File: config.mk
export PLATFORM = sky130hd
export DESIGN_NAME = bosf_fifo
export DESIGN_NICKNAME = d
export VERILOG_FILES = /design/src/sv/binary_opening_shape_features_top_assert.svh /design/src/sv/bosf_pkg.sv /design/src/sv/bosf_fifo.sv
export SDC_FILE = /design/constraint.sdc
export NUM_CORES = 1
export LEC_CHECK = 0
export BUFFER_PORTS_ARGS = -buffer_cell sky130_fd_sc_hd__buf_2
export CAP_MARGIN = 0
export CORE_UTILIZATION = 48
export DETAILED_ROUTE_END_ITERATION = 16
export HOLD_SLACK_MARGIN = 0.12
export PLACE_DENSITY_LB_ADDON = 0.25
export SLEW_MARGIN = 20
export SYNTH_ARGS = -nofsm -noshare
export SYNTH_HDL_FRONTEND = slang
export SYNTH_SLANG_ARGS = --single-unit
File: constraint.sdc
create_clock -name aclk -period 1.85 [get_ports aclk]
set_input_delay 0.37 -clock aclk [delete_from_list [all_inputs] [get_ports aclk]]
set_output_delay 0.37 -clock aclk [all_outputs]
set_load 0.02 [all_outputs]
File: src/sv/binary_opening_shape_features_top_assert.svh
// Assertion macros shared by the binary opening feature block.
// No dependencies; included by modules that carry concurrent checks.
`ifndef BINARY_OPENING_SHAPE_FEATURES_TOP_ASSERT_SVH
`define BINARY_OPENING_SHAPE_FEATURES_TOP_ASSERT_SVH

// Consequent must hold in the same cycle as the antecedent.
`define BOSF_ASSERT_NOW(label, clk, rstn, ante, cons) \
    label: assert property (@(posedge clk) disable iff (!rstn) (ante) |-> (cons)) \
        else $error("bosf check failed");

// Consequent must hold in the cycle after the antecedent.
`define BOSF_ASSERT_NEXT(label, clk, rstn, ante, cons) \
    label: assert property (@(posedge clk) disable iff (!rstn) (ante) |=> (cons)) \
        else $error("bosf check failed");

`endif

File: src/sv/bosf_pkg.sv
// Shared constants, register codes and token types of the opening feature block.
// No dependencies.
package bosf_pkg;

    localparam int DEF_MAX_WIDTH  = 1024;
    localparam int DEF_MAX_HEIGHT = 1024;

    localparam int CFG_W   = 11;
    localparam int IDX_W   = 2;
    localparam int PIX_W   = 8;
    localparam int AREA_W  = 21;
    localparam int COORD_W = 10;
    localparam int PROD_W  = 20;

    localparam logic [IDX_W-1:0] REG_FRAME_WIDTH  = 2'd0;
    localparam logic [IDX_W-1:0] REG_FRAME_HEIGHT = 2'd1;
    localparam logic [IDX_W-1:0] REG_THRESHOLD    = 2'd2;

    localparam logic [CFG_W-1:0] RST_FRAME_WIDTH  = 11'd640;
    localparam logic [CFG_W-1:0] RST_FRAME_HEIGHT = 11'd480;
    localparam logic [PIX_W-1:0] RST_THRESHOLD    = 8'd10;

    localparam int FIFO_DEPTH = 4;

    typedef struct packed {
        logic bin;
        logic last;
    } px_t;

    typedef struct packed {
        logic valid;
        logic flush;
        logic value;
    } tok_t;

    typedef struct packed {
        logic valid;
        logic flush;
        logic last;
        logic interior;
    } win_ctl_t;

endpackage

File: src/sv/bosf_fifo.sv
// Short queue that decouples the front end from the morphology back end.
// Depends on bosf_pkg.
module bosf_fifo import bosf_pkg::*; (
    input  logic aclk,
    input  logic aresetn,
    input  logic clear,
    input  logic push,
    input  px_t  push_data,
    input  logic pop,
    output px_t  pop_data,
    output logic full,
    output logic empty
);
    localparam int AW = $clog2(FIFO_DEPTH);

    px_t           mem_reg [FIFO_DEPTH];
    logic [AW-1:0] wr_ptr_reg, rd_ptr_reg;
    logic [AW:0]   count_reg;

    assign full     = count_reg == (AW+1)'(FIFO_DEPTH);
    assign empty    = count_reg == '0;
    assign pop_data = mem_reg[rd_ptr_reg];

    always_ff @(posedge aclk) begin
        if (push) begin
            mem_reg[wr_ptr_reg] <= push_data;
        end
    end

    always_ff @(posedge aclk) begin
        if (!aresetn || clear) begin
            wr_ptr_reg <= '0;
            rd_ptr_reg <= '0;
            count_reg  <= '0;
        end else begin
            if (push) begin
                wr_ptr_reg <= (wr_ptr_reg == AW'(FIFO_DEPTH - 1)) ? '0 : wr_ptr_reg + AW'(1);
            end
            if (pop) begin
                rd_ptr_reg <= (rd_ptr_reg == AW'(FIFO_DEPTH - 1)) ? '0 : rd_ptr_reg + AW'(1);
            end
            if (push && !pop) begin
                count_reg <= count_reg + (AW+1)'(1);
            end else if (pop && !push) begin
                count_reg <= count_reg - (AW+1)'(1);
            end
        end
    end
endmodule

==> results.toml <==
[clock_network]
h-tree-depth = 1
path_clk_slew_ns = 0.09
cts_tree = "built"
clockBufferDepth = 2
cts_sinks = 17
cts_setup_buffers = 0
postCtsHoldBufs = 0
cts_buffers = 3
clk_latency_ns = 0.29
cts-root-buf = "clkbuf_4"
ctsResizeCount = 0

[route]
wire_per_inst_um = 12.0
drt_wl_total_um = 1050
remaining_drc_errors = 0
vias = 439
ant_nets = 0
vias_per_cell = 5.05
firstDrtPassIters = 4
dr.first_iter.drc_count = 5

[synth]
synth.avg_cell_area_um2 = 13.1
synth_area_um2 = 734
synth_cell_types = 16
ys_ff_latch = 17
synth_cells = 56
seq_area_frac_synth = 0.572
synth_nets = 70
synth-warning-count = 0

[setup_path]
crit_path_max_incr_delay_ns = 0.50
crit_slowest_cell = "mux4_2"
crit_type = "flip-flop to output port"
critPathArrivalTime_ns = 1.34
required_ns = 1.48
worstSetupEndpointType = "output port"
crit_family = "multiplexers"
worstPathMaxFanout = 2
startpoint_type = "flip-flop"
crit_chain = "mux4_2 -> buf_2"
path_buf_inv = 1

[worst_hold_path]
hold_path.class = "input port to flip-flop"

[sta]
min_period_over_period = 0.926
setup_viol = 0
tightest_slew_ns = 0.284
holdWs_ns = 0.297
fmax_mhz = 584
rsz0062_at_grt = "no"
finalHoldViolations = 0
fin_skew_ns = 0.00427
post-route-min-period_ns = 1.71
drv_slew = 0
slew_headroom = 0.811
setup_tns_ns = 0

[floorplan]
pin_count = 11
die_x_um = 41.1
dieArea_mm2 = 0.00169
row_count = 13
design.core.area_mm2 = 0.00137
start_util = 0.538
die_h_um = 41.1

[finish]
nets = 87
drive_gt1_frac = 0.236
num_antenna_cells = 0
fin_util = 0.618
synthToLayoutAreaGrowth_pct = 15.0

[global_routing]
grt_max_degree = 10
grt_usage = 0.160
grt_pass1_vias = 378
overflow = 0
grt_antenna_before_repair = 0
grt_pass1_wl_um = 1580

[place]
numPortBuffers = 10
place.gp.congestion = 0.745
dp.final_hpwl_um = 846

[status]
status = "completed"

[power]
ir_drop_v = 0.000645
powerDensity_mw_per_mm2 = 817
p_leak_nw = 0.361

[flow_run]
maxCapViolations = 0
-- final timing paths --
path,startpoint,to,slack [ns],cells past startpoint
worst min-delay path,push_data[1],mem_reg[1][1],0.30,1
worst min register to register,count_reg[2],count_reg[2],0.51,2
worst max register to register,count_reg[0],count_reg[2],0.38,4
worst max-delay path,flip-flop,pop_data[0],0.14,2
-- logic make-up (layout without fill, tap and decap cells) --
kind of cell / Yosys count / after routing / share of synthesized area
muxes: 5 / 5 / 0.102
AOI/OAI and AO/OA: 4 / 4 / 0.0272
xor gates and xnor gates: 2 / 2 / 0.0239
DFF: 17 / 17 / 0.572
adders and majority gates: 7 / 7 / 0.129
buffers and inverters: 5 / 21 / 0.0256
and+or+nand+nor: 16 / 16 / 0.119
-- placed cells by master, fill, tap and decap left out --
master	synthesis	routed
nor3_1	1	1
clkbuf_1	0	1
edfxtp_1	8	8
clkbuf_4	0	3
o21ai_0	1	1
nand2b_1	1	1
mux4_2	2	2
or3_1	1	1
buf_2	0	10
fa_1	1	1
a21oi_1	3	3
dfxtp_1	9	9
and2_1	4	4
buf_4	0	2
mux2i_1	3	3
nor3b_1	3	3
nor2_1	6	6
inv_1	5	5
xor2_1	2	2
ha_1	6	6
-- power by group --
| group | internal [W] | total [W] | switching, W | leakage (nW) |
|---|---|---|---|---|
| clock network | 0.0000838 | 0.000192 | 0.000108 | 0.0150 |
| logic | 0.0000397 | 0.0000827 | 0.0000430 | 0.200 |
| registers | 0.000406 | 0.000416 | 0.00000989 | 0.147 |
| total | 0.000529 | 0.000690 | 0.000161 | 0.361 |
-- metal layers --
metal	up-vias	global-route usage	wire length [um]
met4	0	0.0726	11
met3	4	0.0978	43
met2	9	0.262	527
met1	199	0.161	464
li1	227	-	-
met5	-	0	0
-- stage by stage --
stage	instances	total power, W	instance area [um2]	setup WS (ns)
floorplan	56	0.000478	734	0.218
detailed placement	83	0.000508	818	0.0286
global route	87	0.000726	845	0.0619
finish	87	0.000690	845	0.136
global placement	83	0.000505	818	0.0328
CTS	87	0.000701	845	0.114
-- synthesized netlist by cell type --
| master | count | area (um2) |
|---|---|---|
| xor2_1 | 2 | 17.5 |
| edfxtp_1 | 8 | 240 |
| and2_1 | 4 | 25.0 |
| fa_1 | 1 | 20.0 |
| nor3_1 | 1 | 5.00 |
| o21ai_0 | 1 | 5.00 |
| nor2_1 | 6 | 22.5 |
| mux4_2 | 2 | 45.0 |
| nor3b_1 | 3 | 22.5 |
| dfxtp_1 | 9 | 180 |
| or3_1 | 1 | 6.26 |
| ha_1 | 6 | 75.1 |
| a21oi_1 | 3 | 15.0 |
| mux2i_1 | 3 | 30.0 |
| nand2b_1 | 1 | 6.26 |
| inv_1 | 5 | 18.8 |
-- cell type report --
class / instances / area, um2
fillers: 111 / 522
well taps: 15 / 18.8
flip-flops and latches: 17 / 420
repair buffers: 12 / 65.1
multi-input cells: 34 / 295
inverters: 5 / 18.8
clock buffers: 4 / 26.3
-- worst reg2reg max path: stages, from the launching register on --
cell	delay, ns
dfxtp_1	0.36
fa_1	0.44
xor2_1	0.16
or3_1	0.31
a21oi_1	0.14
No activity file was read; power rests on OpenSTA's default activity.
