<file path="src/sv/binary_opening_shape_features_top_assert.svh">
// Assertion macros shared by the binary opening feature block.
// No dependencies; included by modules that carry concurrent checks.
`ifndef BINARY_OPENING_SHAPE_FEATURES_TOP_ASSERT_SVH
`define BINARY_OPENING_SHAPE_FEATURES_TOP_ASSERT_SVH

// Consequent must hold in the same cycle as the antecedent.
`define BOSF_ASSERT_NOW(label, clk, rstn, ante, cons) \
    label: assert property (@(posedge clk) disable iff (!rstn) (ante) |-> (cons)) \
        else $error("bosf check failed");

// Consequent must hold in the cycle after the antecedent.
`define BOSF_ASSERT_NEXT(label, clk, rstn, ante, cons) \
    label: assert property (@(posedge clk) disable iff (!rstn) (ante) |=> (cons)) \
        else $error("bosf check failed");

`endif

</file>
<file path="src/sv/bosf_pkg.sv">
// Shared constants, register codes and token types of the opening feature block.
// No dependencies.
package bosf_pkg;

    localparam int DEF_MAX_WIDTH  = 1024;
    localparam int DEF_MAX_HEIGHT = 1024;

    localparam int CFG_W   = 11;
    localparam int IDX_W   = 2;
    localparam int PIX_W   = 8;
    localparam int AREA_W  = 21;
    localparam int COORD_W = 10;
    localparam int PROD_W  = 20;

    localparam logic [IDX_W-1:0] REG_FRAME_WIDTH  = 2'd0;
    localparam logic [IDX_W-1:0] REG_FRAME_HEIGHT = 2'd1;
    localparam logic [IDX_W-1:0] REG_THRESHOLD    = 2'd2;

    localparam logic [CFG_W-1:0] RST_FRAME_WIDTH  = 11'd640;
    localparam logic [CFG_W-1:0] RST_FRAME_HEIGHT = 11'd480;
    localparam logic [PIX_W-1:0] RST_THRESHOLD    = 8'd10;

    localparam int FIFO_DEPTH = 4;

    typedef struct packed {
        logic bin;
        logic last;
    } px_t;

    typedef struct packed {
        logic valid;
        logic flush;
        logic value;
    } tok_t;

    typedef struct packed {
        logic valid;
        logic flush;
        logic last;
        logic interior;
    } win_ctl_t;

endpackage

</file>
<file path="src/sv/bosf_front.sv">
// Front end: binarises accepted pixels and tracks the raster position.
// Depends on bosf_pkg.
module bosf_front import bosf_pkg::*; #(
    parameter int MAX_WIDTH  = DEF_MAX_WIDTH,
    parameter int MAX_HEIGHT = DEF_MAX_HEIGHT
) (
    input  logic                          aclk,
    input  logic                          aresetn,
    input  logic                          clear,
    input  logic [$clog2(MAX_WIDTH):0]    w_eff,
    input  logic [$clog2(MAX_HEIGHT):0]   h_eff,
    input  logic [PIX_W-1:0]              threshold,
    input  logic [PIX_W-1:0]              pixel,
    input  logic                          accept,
    output px_t                           px
);
    localparam int CW = $clog2(MAX_WIDTH);
    localparam int RW = $clog2(MAX_HEIGHT);

    logic [CW-1:0] col_reg, col_next;
    logic [RW-1:0] row_reg, row_next;
    logic          col_end, row_end;

    assign col_end = ({1'b0, col_reg} + (CW+1)'(1)) == w_eff;
    assign row_end = ({1'b0, row_reg} + (RW+1)'(1)) == h_eff;

    assign px.bin  = pixel >= threshold;
    assign px.last = col_end && row_end;

    always_comb begin
        col_next = col_reg;
        row_next = row_reg;
        if (accept) begin
            if (col_end) begin
                col_next = '0;
                row_next = row_end ? '0 : row_reg + RW'(1);
            end else begin
                col_next = col_reg + CW'(1);
            end
        end
    end

    always_ff @(posedge aclk) begin
        if (!aresetn || clear) begin
            col_reg <= '0;
            row_reg <= '0;
        end else begin
            col_reg <= col_next;
            row_reg <= row_next;
        end
    end
endmodule

</file>
<file path="config.mk">
export PLATFORM = sky130hd
export DESIGN_NAME = bosf_front
export DESIGN_NICKNAME = d
export VERILOG_FILES = /design/src/sv/binary_opening_shape_features_top_assert.svh /design/src/sv/bosf_pkg.sv /design/src/sv/bosf_front.sv
export SDC_FILE = /design/constraint.sdc
export NUM_CORES = 1
export LEC_CHECK = 0
export BUFFER_PORTS_ARGS = -buffer_cell sky130_fd_sc_hd__buf_2
export CORE_MARGIN = 10
export CORE_UTILIZATION = 58
export DETAILED_ROUTE_END_ITERATION = 10
export MAX_ROUTING_LAYER = met4
export PLACE_DENSITY = 0.84
export SYNTH_ARGS = -nofsm -noshare
export SYNTH_HDL_FRONTEND = slang
export SYNTH_SLANG_ARGS = --single-unit
</file>
<file path="constraint.sdc">
create_clock -name aclk -period 7 [get_ports aclk]
set_input_delay 0.35 -clock aclk [delete_from_list [all_inputs] [get_ports aclk]]
set_output_delay 0.35 -clock aclk [all_outputs]
set_load 0.02 [all_outputs]
</file>
==> qor.tcl <==
set qor(outcome) {complete, no violations}
set qor(power.share.combinational_pct) 17.9
set qor(synth.cell_area_um2) 1880
set qor(final.setup_skew_ns) 0.00724
set qor(hold_bufs_at_cts) 0
set qor(final-instance-count-excl-fill) 314
set qor(post_cts_clock_slew_at_the_launch_and_capture_registers_of_the_worst_setup_and_hold_paths_ns) 0.12
set qor(highest_utilization_routing_layer_at_the_global_route_stage) {met2}
set qor(fmax_mhz) 336
set qor(p_int_uw) 195
set qor(vdd_ir_drop_max_mv) 0.0787
set qor(detail_route.iter0.violations) 116
set qor(rr_worst_depth) 8
set qor(route.final.wire_length_mm) 4.55
set qor(cts_inserted_buffers) 3
set qor(hold_start) {accept}
set qor(final_net_count) 323
set qor(startpoint_type) {register}
set qor(cap_viol_max_count) 0
set qor(grt.total_usage_pct) 15.7
set qor(cts.path.max_buffers) 2
set qor(preCtsSetupSlack_ns) 4.10
set qor(gp_congestion) 0.914
set qor(wire_length_of_the_first_global_routing_pass_mm) 7.91
set qor(timing.hold.worst.class) {in2reg}
set qor(ctsResizeCount) 0
set qor(post-cts-setup-buffer-count) 0
set qor(grt.overflow.total) 0
set qor(normalized_max_slew_margin_pct) 57.1
set qor(layout.area.seq_um2) 400
set qor(hold_violations) 0
set qor(drt_pass1_iterations) 4
set qor(timing.setup.critical_path_class) {reg2reg}
set qor(share_seq_of_total_power_pct) 45.5
set qor(post_drt_via_cell_ratio) 5.81
set qor(flop_to_flop_setup_slack_ns) 4.03
set qor(post-route-drc-count) 0
set qor(met2_capacity_usage_during_global_routing_pct) 26.6
set qor(post-route-period-util_pct) 42.5
set qor(layout_commonest_cell) {buf_2}
set qor(maximum_level_of_the_cts_h_tree) 1
set qor(rsz_0062_raised_after_global_routing) {no}
set qor(synth-seq-cells) 20
set qor(fillers) 296
set qor(multi_input_gate_area_in_the_final_layout_um2) 1350
set qor(dieHeight_um) 77.0
set qor(clock_power_share_pct) 36.7
set qor(reg2reg_to) {row_reg[9]$_SDFFE_PP0P_}
set qor(async_reset_ff_share_pct) 0
set qor(antenna_violations_before_repair) 0
set qor(yosys_most_used_dff) {dfxtp_1}
set qor(period_minus_slack_ns) 2.97
set qor(commonest_cells_after_routing_fill_and_taps_aside) {43 x buf_2, 23 x nand3_1, 20 x dfxtp_1, 19 x xnor2_1, 16 x nand2_1}
set qor(finalHoldWorstSlack_ns) 0.378
set qor(synth_sequential_area_ratio_pct) 21.3
set qor(synth_enable_flop_cells) 0
set qor(avgSynthCellArea_um2) 7.94
set qor(synth_cell_types) 50
set qor(worst_slack_ns) 4.03
set qor(worst_hold_path_ep) {col_reg[1]$_SDFFE_PP0P_}
set qor(num_antenna_cells) 0
set qor(synth_fp_nets) 289
set qor(clockRootBuffer) {clkbuf_4}
set qor(share_of_final_layout_standard_cells_stronger_than_drive_strength_1_pct) 22.6
set qor(area_growth_pct) 12.8
set qor(die-area_um2) 5920
set qor(switching_part_of_the_total_pct) 22.6
set qor(dieWidth_um) 77.0
set qor(netSwitchingPower_uw) 57.0
set qor(warnings_synthesis) 0
set qor(critPathArrivalTime_ns) 3.17
set qor(io-pin-count) 44
set qor(detail-route-antenna-nets) 0
set qor(report.power.total_uw) 252
set qor(timing.final.setup_violations) 0
set qor(p_leak_uw) 0.000856
set qor(power_per_cell_area_nw_per_um2) 119
set qor(grt_pass1_vias) 1804
set qor(critPathMaxFanout) 13
set qor(post_drt_wl_per_cell_um) 14.5
set qor(worstMarginPinSlew_ns) 0.643
set qor(timing.setup.tns_ns) 0
set qor(hold_path_depth) 3
set qor(maxSlewViolCount) 0
set qor(via_count) 1824
set qor(cp-end-kind) {register}
set qor(use_met1_pct) 18.4
set qor(synth_cells) 237
set qor(port_buffers) 43
set qor(placement_rows) 20
set qor(initial_utilization_pct) 61.1
set qor(met3_usage_pct) 3.15
set qor(placeableCoreArea_um2) 3080
set qor(dp_cells) 310
set qor(clkSinkCount) 20
set qor(maximum_number_of_pins_on_one_net_before_global_route_repair) 14
set qor(cts_tree) {done}
set qor(critPathRequiredTime_ns) 7.20
set qor(clk_latency_ns) 0.29
set qor(dpl.hpwl_mm) 3.73
set qor(worst_r2r_src) {col_reg[0]$_SDFFE_PP0P_}
-- worst max-delay path by stage --
stage | startpoint | end | slack (ns)
global placement | col_reg[0]$_SDFFE_PP0P_ | row_reg[9]$_SDFFE_PP0P_ | 4.22
floorplan | col_reg[0]$_SDFFE_PP0P_ | px[0] | 4.66
finish | col_reg[0]$_SDFFE_PP0P_ | row_reg[9]$_SDFFE_PP0P_ | 4.03
global route | col_reg[0]$_SDFFE_PP0P_ | row_reg[9]$_SDFFE_PP0P_ | 3.78
CTS | col_reg[0]$_SDFFE_PP0P_ | px[0] | 4.05
detailed placement | col_reg[0]$_SDFFE_PP0P_ | row_reg[9]$_SDFFE_PP0P_ | 4.10
-- per-layer routing --
layer  part of all wire, %  vias up
met5                     0        -
met4                   1.2        0
met3                   4.9        6
met2                    49       41
met1                    45      847
li1                      -      930
-- power by group through the flow --
| stage | logic [µW] | registers [µW] | clock network, µW |
|---|---|---|---|
| after CTS | 45.6 | 115 | 94.5 |
| final | 45.0 | 115 | 92.4 |
| after global routing | 50.7 | 115 | 97.5 |
| after detailed placement | 45.2 | 117 | 0 |
| after floorplan | 26.5 | 117 | 0 |
| after global placement | 43.4 | 117 | 0 |
-- worst max-delay path: stages (launching register included) --
cell and delay (ns):
dfxtp_1 0.44, ha_1 0.24, nand3_1 0.27, a311oi_1 0.34, nand3_1 0.11, nor3_1 0.27
nand4_1 0.48, nand2b_2 0.47, o31ai_1 0.27
-- logic make-up after synthesis --
family	share of synthesized area, %
and+or+nand+nor	28.2
xor gates and xnor gates	14.0
adders and majority gates	6.65
buffers and inverters	7.11
AOI/OAI and AO/OA	22.8
DFF	21.3
-- cells in the mapped netlist, types with 2 or more instances --
library cell	number	area, µm²
nand3_1	23	115
dfxtp_1	20	400
xnor2_1	19	166
nand2_1	16	60.1
inv_1	14	52.6
a21oi_1	12	60.1
xor2_1	11	96.3
ha_1	10	125
nor2_1	10	37.5
o21ai_0	7	35.0
a21o_1	6	45.0
and2_1	6	37.5
and4_1	6	52.6
clkbuf_1	6	22.5
a31oi_1	5	31.3
a32oi_1	5	43.8
buf_4	5	37.5
nand4_1	4	25.0
nor3_1	4	20.0
o31ai_2	4	50.1
or2_2	4	25.0
or3_1	4	25.0
nand2b_1	3	18.8
o211ai_1	3	22.5
a22o_1	2	17.5
buf_2	2	10.0
nand3b_1	2	15.0
o31ai_1	2	15.0
-- area by class of cell --
cell class,count,share of cell area (%)
sequential,20,18.9
tap,44,2.59
inverter,14,2.47
clock inverter,1,1.41
multi-input combinational,189,63.5
timing repair buffer,43,10.1
clock buffer,3,1.06
-- through the flow --
stage               cell area [µm²]  utilization [%]
floorplan                      1880                -
global placement               2070             67.3
detailed placement             2070             67.3
CTS                            2120             69.0
global route                   2120             69.0
finish                         2120             69.0
Power figures use the tool's default switching activity.
